### config.mk
export PLATFORM = sky130hd
export DESIGN_NAME = shared_buffer_multi_stack_top
export DESIGN_NICKNAME = d
export VERILOG_FILES = /design/src/hw/rtl/sbms_pkg.sv /design/src/hw/rtl/sbms_node_mem.sv /design/src/hw/rtl/sbms_free_fifo.sv /design/src/hw/rtl/sbms_ctrl.sv /design/src/hw/rtl/shared_buffer_multi_stack_top.sv
export SDC_FILE = /design/constraint.sdc
export NUM_CORES = 2
export LEC_CHECK = 0
export BUFFER_PORTS_ARGS = -buffer_cell sky130_fd_sc_hd__buf_4
export CAP_MARGIN = 5
export CORE_MARGIN = 2
export CORE_UTILIZATION = 30
export CTS_CLUSTER_SIZE = 16
export DETAILED_ROUTE_END_ITERATION = 10
export SYNTH_ARGS = -nofsm -noshare
export SYNTH_HDL_FRONTEND = slang
export SYNTH_SLANG_ARGS = --single-unit
### constraint.sdc
create_clock -name aclk -period 11.3 [get_ports aclk]
set_input_delay 0 -clock aclk [delete_from_list [all_inputs] [get_ports aclk]]
set_output_delay 0 -clock aclk [all_outputs]
set_load 0.05 [all_outputs]
### src/hw/rtl/sbms_pkg.sv
// ----------------------------------------------------------------------------
// sbms_pkg: shared types and codes for the shared-buffer multi-stack
// Holds the beat layouts of both channels, the operation and status codes,
// and the command group that the sequencer sends to the free-list unit.
// ----------------------------------------------------------------------------
package sbms_pkg;

    // Operation codes carried in the kind field.
    localparam logic KIND_PUSH = 1'b0;
    localparam logic KIND_POP  = 1'b1;

    // Result status codes.
    typedef enum logic [1:0] {
        STATUS_DONE  = 2'd0,
        STATUS_FULL  = 2'd1,
        STATUS_EMPTY = 2'd2
    } status_t;

    // One input beat.
    typedef struct packed {
        logic        kind;
        logic [1:0]  stack_select;
        logic [31:0] push_value;
    } in_beat_t;

    // One result beat.
    typedef struct packed {
        logic [31:0] pop_value;
        status_t     status;
    } out_beat_t;

    // Commands from the sequencer to the free list.
    typedef struct packed {
        logic take;   // a push consumes the slot at the head
        logic give;   // a pop returns a slot at the tail
    } fifo_cmd_t;

endpackage

### src/hw/rtl/sbms_node_mem.sv
// ----------------------------------------------------------------------------
// sbms_node_mem: node buffer shared by all stacks
// Each node holds a data word and a link to the node below it. One write
// port and one registered read port.
// ----------------------------------------------------------------------------
module sbms_node_mem #(
    parameter int SLOTS      = 64,
    parameter int DATA_WIDTH = 32
) (
    input  logic                          aclk,
    input  logic                          rd_en,
    input  logic [$clog2(SLOTS)-1:0]      rd_addr,
    input  logic                          wr_en,
    input  logic [$clog2(SLOTS)-1:0]      wr_addr,
    input  logic [DATA_WIDTH-1:0]         wr_value,
    input  logic [$clog2(SLOTS+1)-1:0]    wr_link,
    output logic [DATA_WIDTH-1:0]         rd_value,
    output logic [$clog2(SLOTS+1)-1:0]    rd_link
);

    localparam int PW = $clog2(SLOTS + 1);

    logic [DATA_WIDTH-1:0] value_mem [SLOTS];
    logic [PW-1:0]         link_mem  [SLOTS];
    logic [DATA_WIDTH-1:0] rd_value_reg;
    logic [PW-1:0]         rd_link_reg;

    // Write port.
    always_ff @(posedge aclk) begin
        if (wr_en) begin
            value_mem[wr_addr] <= wr_value;
            link_mem[wr_addr]  <= wr_link;
        end
    end

    // Registered read port; the data holds until the next read.
    always_ff @(posedge aclk) begin
        if (rd_en) begin
            rd_value_reg <= value_mem[rd_addr];
            rd_link_reg  <= link_mem[rd_addr];
        end
    end

    assign rd_value = rd_value_reg;
    assign rd_link  = rd_link_reg;

endmodule

### src/hw/rtl/sbms_free_fifo.sv
// ----------------------------------------------------------------------------
// sbms_free_fifo: circular free list of buffer slots
// Keeps head, tail and count, and one pointer-advance unit shared by the
// head and the tail. Entries that were never written read as their own
// position, which gives the in-order reset contents without a clearing pass.
// ----------------------------------------------------------------------------
module sbms_free_fifo #(
    parameter int SLOTS = 64
) (
    input  logic                      aclk,
    input  logic                      aresetn,
    input  logic                      rd_en,
    input  sbms_pkg::fifo_cmd_t       cmd,
    input  logic [$clog2(SLOTS)-1:0]  give_slot,
    output logic [$clog2(SLOTS)-1:0]  head_slot,
    output logic                      empty
);

    localparam int AW = $clog2(SLOTS);
    localparam int CW = $clog2(SLOTS + 1);

    logic [AW-1:0] slot_mem [SLOTS];
    logic [AW-1:0] rd_reg;
    logic [AW-1:0] head_reg, head_next;
    logic [AW-1:0] tail_reg, tail_next;
    logic [CW-1:0] count_reg, count_next;
    logic          wrapped_reg, wrapped_next;
    logic [AW-1:0] adv_src;
    logic [AW-1:0] adv_pos;
    logic          head_written;

    // Storage: the tail is written on a pop, the head is read on accept.
    always_ff @(posedge aclk) begin
        if (cmd.give) begin
            slot_mem[tail_reg] <= give_slot;
        end
    end

    always_ff @(posedge aclk) begin
        if (rd_en) begin
            rd_reg <= slot_mem[head_reg];
        end
    end

    // Shared pointer-advance unit; only one pointer moves per operation.
    assign adv_src = cmd.take ? head_reg : tail_reg;
    assign adv_pos = (adv_src == AW'(SLOTS - 1)) ? '0 : adv_src + AW'(1);

    // Pointer, count and fill-mark updates.
    always_comb begin
        head_next    = head_reg;
        tail_next    = tail_reg;
        count_next   = count_reg;
        wrapped_next = wrapped_reg;
        if (cmd.take) begin
            head_next  = adv_pos;
            count_next = count_reg - CW'(1);
        end
        if (cmd.give) begin
            tail_next = adv_pos;
            if (tail_reg == AW'(SLOTS - 1)) begin
                wrapped_next = 1'b1;
            end
            if (count_reg < CW'(SLOTS)) begin
                count_next = count_reg + CW'(1);
            end
        end
    end

    always_ff @(posedge aclk) begin
        if (!aresetn) begin
            head_reg    <= '0;
            tail_reg    <= '0;
            count_reg   <= CW'(SLOTS);
            wrapped_reg <= 1'b0;
        end else begin
            head_reg    <= head_next;
            tail_reg    <= tail_next;
            count_reg   <= count_next;
            wrapped_reg <= wrapped_next;
        end
    end

    // Positions below the tail, or all once the tail has wrapped, are written.
    assign head_written = wrapped_reg || (head_reg < tail_reg);
    assign head_slot    = head_written ? rd_reg : head_reg;
    assign empty        = (count_reg == '0);

`ifndef SYNTHESIS
    a_count_bound: assert property (@(posedge aclk) disable iff (!aresetn)
        count_reg <= CW'(SLOTS))
        else $error("free count exceeds the number of slots");

    a_ring_consistent: assert property (@(posedge aclk) disable iff (!aresetn)
        ((CW+1)'(head_reg) + (CW+1)'(count_reg) == (CW+1)'(tail_reg)) ||
        ((CW+1)'(head_reg) + (CW+1)'(count_reg) ==
         (CW+1)'(tail_reg) + (CW+1)'(SLOTS)))
        else $error("free list head, count and tail disagree");

    a_no_take_when_empty: assert property (@(posedge aclk) disable iff (!aresetn)
        cmd.take |-> !empty)
        else $error("slot taken from an empty free list");
`endif

endmodule

### src/hw/rtl/sbms_ctrl.sv
// ----------------------------------------------------------------------------
// sbms_ctrl: operation sequencer and stack top pointers
// Accepts one beat, issues the memory reads, then checks and commits the
// operation once the result register is free, and loads the result register.
// ----------------------------------------------------------------------------
module sbms_ctrl #(
    parameter int NUM_STACKS = 3,
    parameter int SLOTS      = 64,
    parameter int DATA_WIDTH = 32
) (
    input  logic                          aclk,
    input  logic                          aresetn,
    input  logic                          s_valid,
    output logic                          s_ready,
    input  sbms_pkg::in_beat_t            s_payload,
    output logic                          m_valid,
    input  logic                          m_ready,
    output sbms_pkg::out_beat_t           m_payload,
    output logic                          rd_en,
    output logic [$clog2(SLOTS)-1:0]      node_rd_addr,
    output logic                          node_wr_en,
    output logic [$clog2(SLOTS)-1:0]      node_wr_addr,
    output logic [DATA_WIDTH-1:0]         node_wr_value,
    output logic [$clog2(SLOTS+1)-1:0]    node_wr_link,
    input  logic [DATA_WIDTH-1:0]         node_rd_value,
    input  logic [$clog2(SLOTS+1)-1:0]    node_rd_link,
    output sbms_pkg::fifo_cmd_t           fifo_cmd,
    output logic [$clog2(SLOTS)-1:0]      fifo_give_slot,
    input  logic [$clog2(SLOTS)-1:0]      fifo_head_slot,
    input  logic                          fifo_empty
);

    localparam int AW = $clog2(SLOTS);
    localparam int PW = $clog2(SLOTS + 1);
    localparam logic [PW-1:0] NULL_LINK = PW'(SLOTS);

    typedef enum logic [1:0] {
        S_IDLE = 2'b01,
        S_EXEC = 2'b10
    } state_t;

    state_t                  state_reg, state_next;
    sbms_pkg::in_beat_t      req_reg;
    logic [PW-1:0]           top_reg  [NUM_STACKS];
    logic [PW-1:0]           top_next [NUM_STACKS];
    logic                    m_valid_reg, m_valid_next;
    sbms_pkg::out_beat_t     m_payload_reg, m_payload_next;
    logic                    s_accept;
    logic [PW-1:0]           in_top;
    logic [PW-1:0]           req_top;
    logic                    sel_valid;
    logic                    push_ok;
    logic                    pop_ok;
    logic                    commit;
    logic [63:0]             push_wide;
    logic [63:0]             pop_wide;

    assign s_ready  = (state_reg == S_IDLE);
    assign s_accept = s_valid && s_ready;

    // Top of the stack addressed by the incoming beat and by the held beat.
    always_comb begin
        in_top  = NULL_LINK;
        req_top = NULL_LINK;
        for (int i = 0; i < NUM_STACKS; i++) begin
            if (32'(s_payload.stack_select) == i) begin
                in_top = top_reg[i];
            end
            if (32'(req_reg.stack_select) == i) begin
                req_top = top_reg[i];
            end
        end
    end

    // Reads are issued on accept; results arrive for the execute cycle.
    assign rd_en        = s_accept;
    assign node_rd_addr = in_top[AW-1:0];

    // Checks on the held beat.
    assign sel_valid = (32'(req_reg.stack_select) < NUM_STACKS);
    assign push_ok   = (req_reg.kind == sbms_pkg::KIND_PUSH) && sel_valid && !fifo_empty;
    assign pop_ok    = (req_reg.kind == sbms_pkg::KIND_POP) && sel_valid &&
                       (req_top != NULL_LINK);
    assign commit    = (state_reg == S_EXEC) && (!m_valid_reg || m_ready);

    // Node and free-list updates.
    assign push_wide      = 64'(req_reg.push_value);
    assign pop_wide       = 64'(node_rd_value);
    assign node_wr_en     = commit && push_ok;
    assign node_wr_addr   = fifo_head_slot;
    assign node_wr_value  = push_wide[DATA_WIDTH-1:0];
    assign node_wr_link   = req_top;
    assign fifo_cmd.take  = commit && push_ok;
    assign fifo_cmd.give  = commit && pop_ok;
    assign fifo_give_slot = req_top[AW-1:0];

    // Top pointer updates.
    always_comb begin
        for (int i = 0; i < NUM_STACKS; i++) begin
            top_next[i] = top_reg[i];
            if (commit && (32'(req_reg.stack_select) == i)) begin
                if (push_ok) begin
                    top_next[i] = PW'(fifo_head_slot);
                end else if (pop_ok) begin
                    top_next[i] = node_rd_link;
                end
            end
        end
    end

    // Result beat.
    always_comb begin
        m_payload_next = m_payload_reg;
        m_valid_next   = m_valid_reg && !m_ready;
        if (commit) begin
            m_valid_next             = 1'b1;
            m_payload_next.pop_value = pop_ok ? pop_wide[31:0] : '0;
            if (req_reg.kind == sbms_pkg::KIND_PUSH) begin
                m_payload_next.status = push_ok ? sbms_pkg::STATUS_DONE
                                                : sbms_pkg::STATUS_FULL;
            end else begin
                m_payload_next.status = pop_ok ? sbms_pkg::STATUS_DONE
                                               : sbms_pkg::STATUS_EMPTY;
            end
        end
    end

    // Sequencer.
    always_comb begin
        state_next = state_reg;
        case (state_reg)
            S_IDLE: begin
                if (s_accept) begin
                    state_next = S_EXEC;
                end
            end
            S_EXEC: begin
                if (commit) begin
                    state_next = S_IDLE;
                end
            end
            default: begin
                state_next = S_IDLE;
            end
        endcase
    end

    always_ff @(posedge aclk) begin
        if (!aresetn) begin
            state_reg   <= S_IDLE;
            m_valid_reg <= 1'b0;
            for (int i = 0; i < NUM_STACKS; i++) begin
                top_reg[i] <= NULL_LINK;
            end
        end else begin
            state_reg   <= state_next;
            m_valid_reg <= m_valid_next;
            for (int i = 0; i < NUM_STACKS; i++) begin
                top_reg[i] <= top_next[i];
            end
        end
    end

    // Payload registers carry no reset.
    always_ff @(posedge aclk) begin
        if (s_accept) begin
            req_reg <= s_payload;
        end
        m_payload_reg <= m_payload_next;
    end

    assign m_valid   = m_valid_reg;
    assign m_payload = m_payload_reg;

`ifndef SYNTHESIS
    a_accept_to_exec: assert property (@(posedge aclk) disable iff (!aresetn)
        s_accept |=> (state_reg == S_EXEC))
        else $error("accepted beat did not enter the execute cycle");

    a_result_from_exec: assert property (@(posedge aclk) disable iff (!aresetn)
        $rose(m_valid_reg) |-> $past(state_reg == S_EXEC))
        else $error("result raised outside an execute cycle");

    a_one_update: assert property (@(posedge aclk) disable iff (!aresetn)
        !(fifo_cmd.take && fifo_cmd.give))
        else $error("push and pop committed in the same cycle");
`endif

endmodule

### src/hw/rtl/shared_buffer_multi_stack_top.sv
// ----------------------------------------------------------------------------
// shared_buffer_multi_stack_top: several stacks in one node buffer
// A beat is accepted in the idle state, which starts the registered read of
// the node and free-list memories; the execute state then commits the
// operation and loads the result register. No beat is accepted before the commit.
// A result that waits on m_ready holds the commit cycle until it is taken.
// Reset is synchronous and active low: all stacks empty, free list in slot
// order; there is no clearing pass, the free list uses a fill mark instead.
// ----------------------------------------------------------------------------
module shared_buffer_multi_stack_top #(
    parameter int NUM_STACKS = 3,
    parameter int SLOTS      = 64,
    parameter int DATA_WIDTH = 32
) (
    input  logic                 aclk,
    input  logic                 aresetn,
    input  logic                 s_valid,
    output logic                 s_ready,
    input  sbms_pkg::in_beat_t   s_payload,
    output logic                 m_valid,
    input  logic                 m_ready,
    output sbms_pkg::out_beat_t  m_payload
);

    localparam int AW = $clog2(SLOTS);
    localparam int PW = $clog2(SLOTS + 1);

    logic                  rd_en;
    logic [AW-1:0]         node_rd_addr;
    logic                  node_wr_en;
    logic [AW-1:0]         node_wr_addr;
    logic [DATA_WIDTH-1:0] node_wr_value;
    logic [PW-1:0]         node_wr_link;
    logic [DATA_WIDTH-1:0] node_rd_value;
    logic [PW-1:0]         node_rd_link;
    sbms_pkg::fifo_cmd_t   fifo_cmd;
    logic [AW-1:0]         fifo_give_slot;
    logic [AW-1:0]         fifo_head_slot;
    logic                  fifo_empty;

    // Sequencer and top pointers.
    sbms_ctrl #(
        .NUM_STACKS (NUM_STACKS),
        .SLOTS      (SLOTS),
        .DATA_WIDTH (DATA_WIDTH)
    ) u_ctrl (
        .aclk           (aclk),
        .aresetn        (aresetn),
        .s_valid        (s_valid),
        .s_ready        (s_ready),
        .s_payload      (s_payload),
        .m_valid        (m_valid),
        .m_ready        (m_ready),
        .m_payload      (m_payload),
        .rd_en          (rd_en),
        .node_rd_addr   (node_rd_addr),
        .node_wr_en     (node_wr_en),
        .node_wr_addr   (node_wr_addr),
        .node_wr_value  (node_wr_value),
        .node_wr_link   (node_wr_link),
        .node_rd_value  (node_rd_value),
        .node_rd_link   (node_rd_link),
        .fifo_cmd       (fifo_cmd),
        .fifo_give_slot (fifo_give_slot),
        .fifo_head_slot (fifo_head_slot),
        .fifo_empty     (fifo_empty)
    );

    // Shared node buffer.
    sbms_node_mem #(
        .SLOTS      (SLOTS),
        .DATA_WIDTH (DATA_WIDTH)
    ) u_node_mem (
        .aclk     (aclk),
        .rd_en    (rd_en),
        .rd_addr  (node_rd_addr),
        .wr_en    (node_wr_en),
        .wr_addr  (node_wr_addr),
        .wr_value (node_wr_value),
        .wr_link  (node_wr_link),
        .rd_value (node_rd_value),
        .rd_link  (node_rd_link)
    );

    // Free slot list.
    sbms_free_fifo #(
        .SLOTS (SLOTS)
    ) u_free_fifo (
        .aclk      (aclk),
        .aresetn   (aresetn),
        .rd_en     (rd_en),
        .cmd       (fifo_cmd),
        .give_slot (fifo_give_slot),
        .head_slot (fifo_head_slot),
        .empty     (fifo_empty)
    );

endmodule
==> results.py <==
metrics = {
    "routing": {
        "first_pass_iters": 8,
        "vias": 70600,
        "drc": 0,
        "ant_nets": 0,
        "via_per_inst": 5.36,
        "wire_per_inst_microns": 25.8,
        "drt_iter0_markers": 8949,
        "drt-total-wl_microns": 340000,
    },
    "sta": {
        "fin_ws_ps": 6090,
        "tightest_slew_ps": 1370,
        "finalCritPeriodShare": 0.461,
        "rsz0062_at_grt": "false",
        "hold_viol": 0,
        "setup_tns_ps": 0,
        "fin_skew_ps": 70.1,
        "slew_viol_final": 0,
        "setup_violations": 0,
        "min_period_ps": 5210,
        "fmax_mhz": 192,
        "relSlewSlack": 0.0730,
    },
    "power": {
        "sw_frac_of_total": 0.198,
        "combPwrFrac": 0.012,
        "p_leak_nw": 41.8,
        "irDropWorstVdd_uv": 128,
        "switchingPower_mw": 4.57,
        "power_frac_clock": 0.452,
        "p_int_mw": 18.6,
        "p_seq_frac": 0.536,
        "power_density_nw_per_um2": 169,
    },
    "hold_path": {
        "hold-path-cell-count": 2,
        "min_to": "u_ctrl.req_reg[33]",
        "hp-class": "in -> reg",
        "min-delay-start": "s_payload[33]",
    },
    "global_route": {
        "gr-total-overflow": 0,
        "antenna_found_initial": 12,
        "grt_pass1_vias": 68400,
        "grt_start_max_net_pins": 216,
        "met2_usage": 0.264,
        "grt_util_met1": 0.226,
        "grt_pass1_wl_microns": 488000,
        "grt_use_met3": 0.0251,
        "track_usage": 0.164,
        "top_usage_layer": "met2",
    },
    "synthesis": {
        "synthTopCellsByArea": "edfxtp_1, a311oi_1, nand2_1",
        "synthesis.nets": 7613,
        "yosys-top-cells-count": "edfxtp_1, nand2_1, a21oi_1, a21o_1, a311oi_1",
        "yosysSeqAreaShare": 0.765,
        "netlist_area_sq_um": 119000,
        "synth.most_common_cell": "edfxtp_1",
        "syn_inst": 7566,
        "yosysTopAreaCell": "edfxtp_1",
        "synthArstFlopShare": 0,
        "synth_edf_count": 2994,
        "ys_ff_latch": 3038,
        "synthFlopType": "edfxtp_1",
        "ys_types": 67,
        "ys_warn_count": 0,
        "synth_area_per_cell_sq_um": 15.7,
        "synth_top_area_share": 0.757,
    },
    "placement": {
        "pre_cts_slack_ps": 6260,
        "io_buffers": 74,
        "dp_hpwl_microns": 184000,
        "gp_congestion": 0.811,
    },
    "critical_path": {
        "rr_endpoint": "u_node_mem.rd_value[25]",
        "crit_slowest_cell": "o41ai_1",
        "critical-path-max-stage-delay_ps": 1190,
        "r2r-start": "u_ctrl.top_reg[0][10]",
        "r2r_setup_slack_ps": 6090,
        "path_class": "reg -> reg",
        "critPathLaunch": "u_ctrl.top_reg[0][10]",
        "worst-path-max-fanout": 48,
        "start_kind": "flop",
        "path_common_cell": "buf_4",
        "r2r_cells": 9,
        "end_kind": "flop",
        "arrival_ps": 5710,
        "cp_cell_sequence": "mux2i_1 -> o21ai_0 -> nand2b_4 -> buf_4 -> buf_4 -> a311oi_1 -> o41ai_1 -> buf_4 -> o2111ai_1",
        "cp.required_ps": 11800,
    },
    "floorplanning": {
        "fp-row-count": 231,
        "dieArea_sq_um": 401000,
        "die_w_microns": 633,
        "start_util": 0.301,
        "die_h_microns": 633,
        "core_sq_um": 395000,
        "io_pins": 75,
    },
    "cells_and_area": {
        "syn2layout_area_growth_pct": 15.3,
        "regMostFlops": "u_node_mem.value_mem",
        "largest_register_ffs": 2048,
        "top_regs": "u_node_mem.value_mem x2048, u_node_mem.link_mem x448, u_free_fifo.slot_mem x384",
        "drive_gt1_frac": 0.126,
        "fin_nets": 7729,
    },
    "clock_tree": {
        "cts_setup_buffers": 0,
        "numCtsBuffers": 319,
        "clockBufferDepth": 4,
        "htree_num_levels": 5,
        "clk_pin_slew_worst_paths_ps": 60,
        "clock-sinks": 3038,
        "cts_tree": "yes",
        "clock_latency_ps": 890,
        "clockRootBuffer": "clkbuf_16",
    },
    "status": {
        "status": "completed",
    },
    "flow_run": {
        "max_cap_violations": 0,
    },
}
-- cells by family (layout without fill, tap and decap cells) --
kind of cell             after synthesis  in the layout  share of synthesized area
AO/OA/AOI/OAI                       2135           2135                      0.130
AND/OR/NAND/NOR                     1629           1629                     0.0556
multiplexers                         156            156                     0.0262
other                                  0              3                          0
adder cells (fa/ha/maj)                8              8                   0.000843
buffers and inverters                593            955                     0.0222
flip-flops                          3038           3038                      0.765
XOR/XNOR                               7              7                   0.000516
-- power by group through the flow --
| stage | sequential, mW | clock [mW] | combinational (mW) |
|---|---|---|---|
| after floorplan | 12.7 | 0 | 0.0480 |
| after global placement | 12.6 | 0 | 0.248 |
| after detailed placement | 12.6 | 0 | 0.258 |
| after CTS | 12.4 | 10.6 | 0.278 |
| after global routing | 12.4 | 11.0 | 0.297 |
| final | 12.4 | 10.5 | 0.280 |
-- per-layer routing --
metal | part of all wire | routed length (microns) | vias to the layer above
li1 | - | - | 30100
met1 | 0.42 | 143000 | 36700
met2 | 0.47 | 160000 | 3265
met3 | 0.079 | 26900 | 543
met4 | 0.033 | 11300 | 6
met5 | 0.000097 | 33 | -
-- worst max path at each step --
stage                            endpoint  slack, ps
2_1_floorplan  u_node_mem.link_mem[39][0]       4590
3_3_place_gp       u_node_mem.rd_value[5]       6140
3_5_place_dp      u_node_mem.rd_value[25]       6260
4_1_cts           u_node_mem.rd_value[25]       6210
5_1_grt           u_node_mem.rd_value[19]       5970
6_report          u_node_mem.rd_value[25]       6090
-- stage by stage --
step / cells / hold WS, ps / cell area [sq um] / utilization / power (mW)
after global placement: 12500 / 179 / 126000 / 0.319 / 12.9
after floorplan: 7566 / 98.9 / 119000 / - / 12.7
final: 13200 / 127 / 137000 / 0.347 / 23.1
after global routing: 13200 / 83.7 / 137000 / 0.347 / 23.7
after detailed placement: 12500 / 179 / 126000 / 0.319 / 12.9
after CTS: 13200 / 36.1 / 137000 / 0.347 / 23.3
-- critical path: cells and delay by family, from the launching register on --
family	cells	cell delay [ps]
AND/OR/NAND/NOR	1	490
flip-flops	1	350
AO/OA/AOI/OAI	4	2230
buffers and inverters	3	1590
multiplexers	1	80
-- what timing repair did --
| action | in CTS | in global routing |
|---|---|---|
| hold endpoints to repair | 137 | 0 |
| setup endpoints to repair | 0 | 0 |
| hold buffers | 71 | 0 |
| gates resized for setup | 0 | 0 |
-- layout make-up --
class,count,area (sq um)
repair buffers,373,3110
clock inverters,175,1840
inverters,15,56.3
flip-flops and latches,3038,90800
multi-input cells,3935,26100
fillers,37300,258000
clock buffers,392,8470
well taps,5242,6560
diodes,3,7.51
-- placed cells by master (no fill, tap or decap), drive strengths merged, types with 6 or more instances in the layout --
cell type / instances
a211o: 7
a21boi: 12
a21o: 628
a21oi: 637
a311oi: 624
a31oi: 10
and2: 41
buf: 301
bufinv: 35
clkbuf: 393
clkinv: 121
clkinvlp: 7
dfxtp: 44
dlygate4sd3: 71
edfxtp: 2994
ha: 8
inv: 27
mux2: 6
mux2i: 27
mux4: 123
nand2: 1306
nand2b: 8
nand3: 22
nor2: 124
nor2b: 20
nor3: 15
nor4: 70
o2111ai: 40
o21a: 6
o21ai: 28
o2bb2ai: 7
o41ai: 117
or3: 9
No activity file was read; power rests on OpenSTA's default activity.
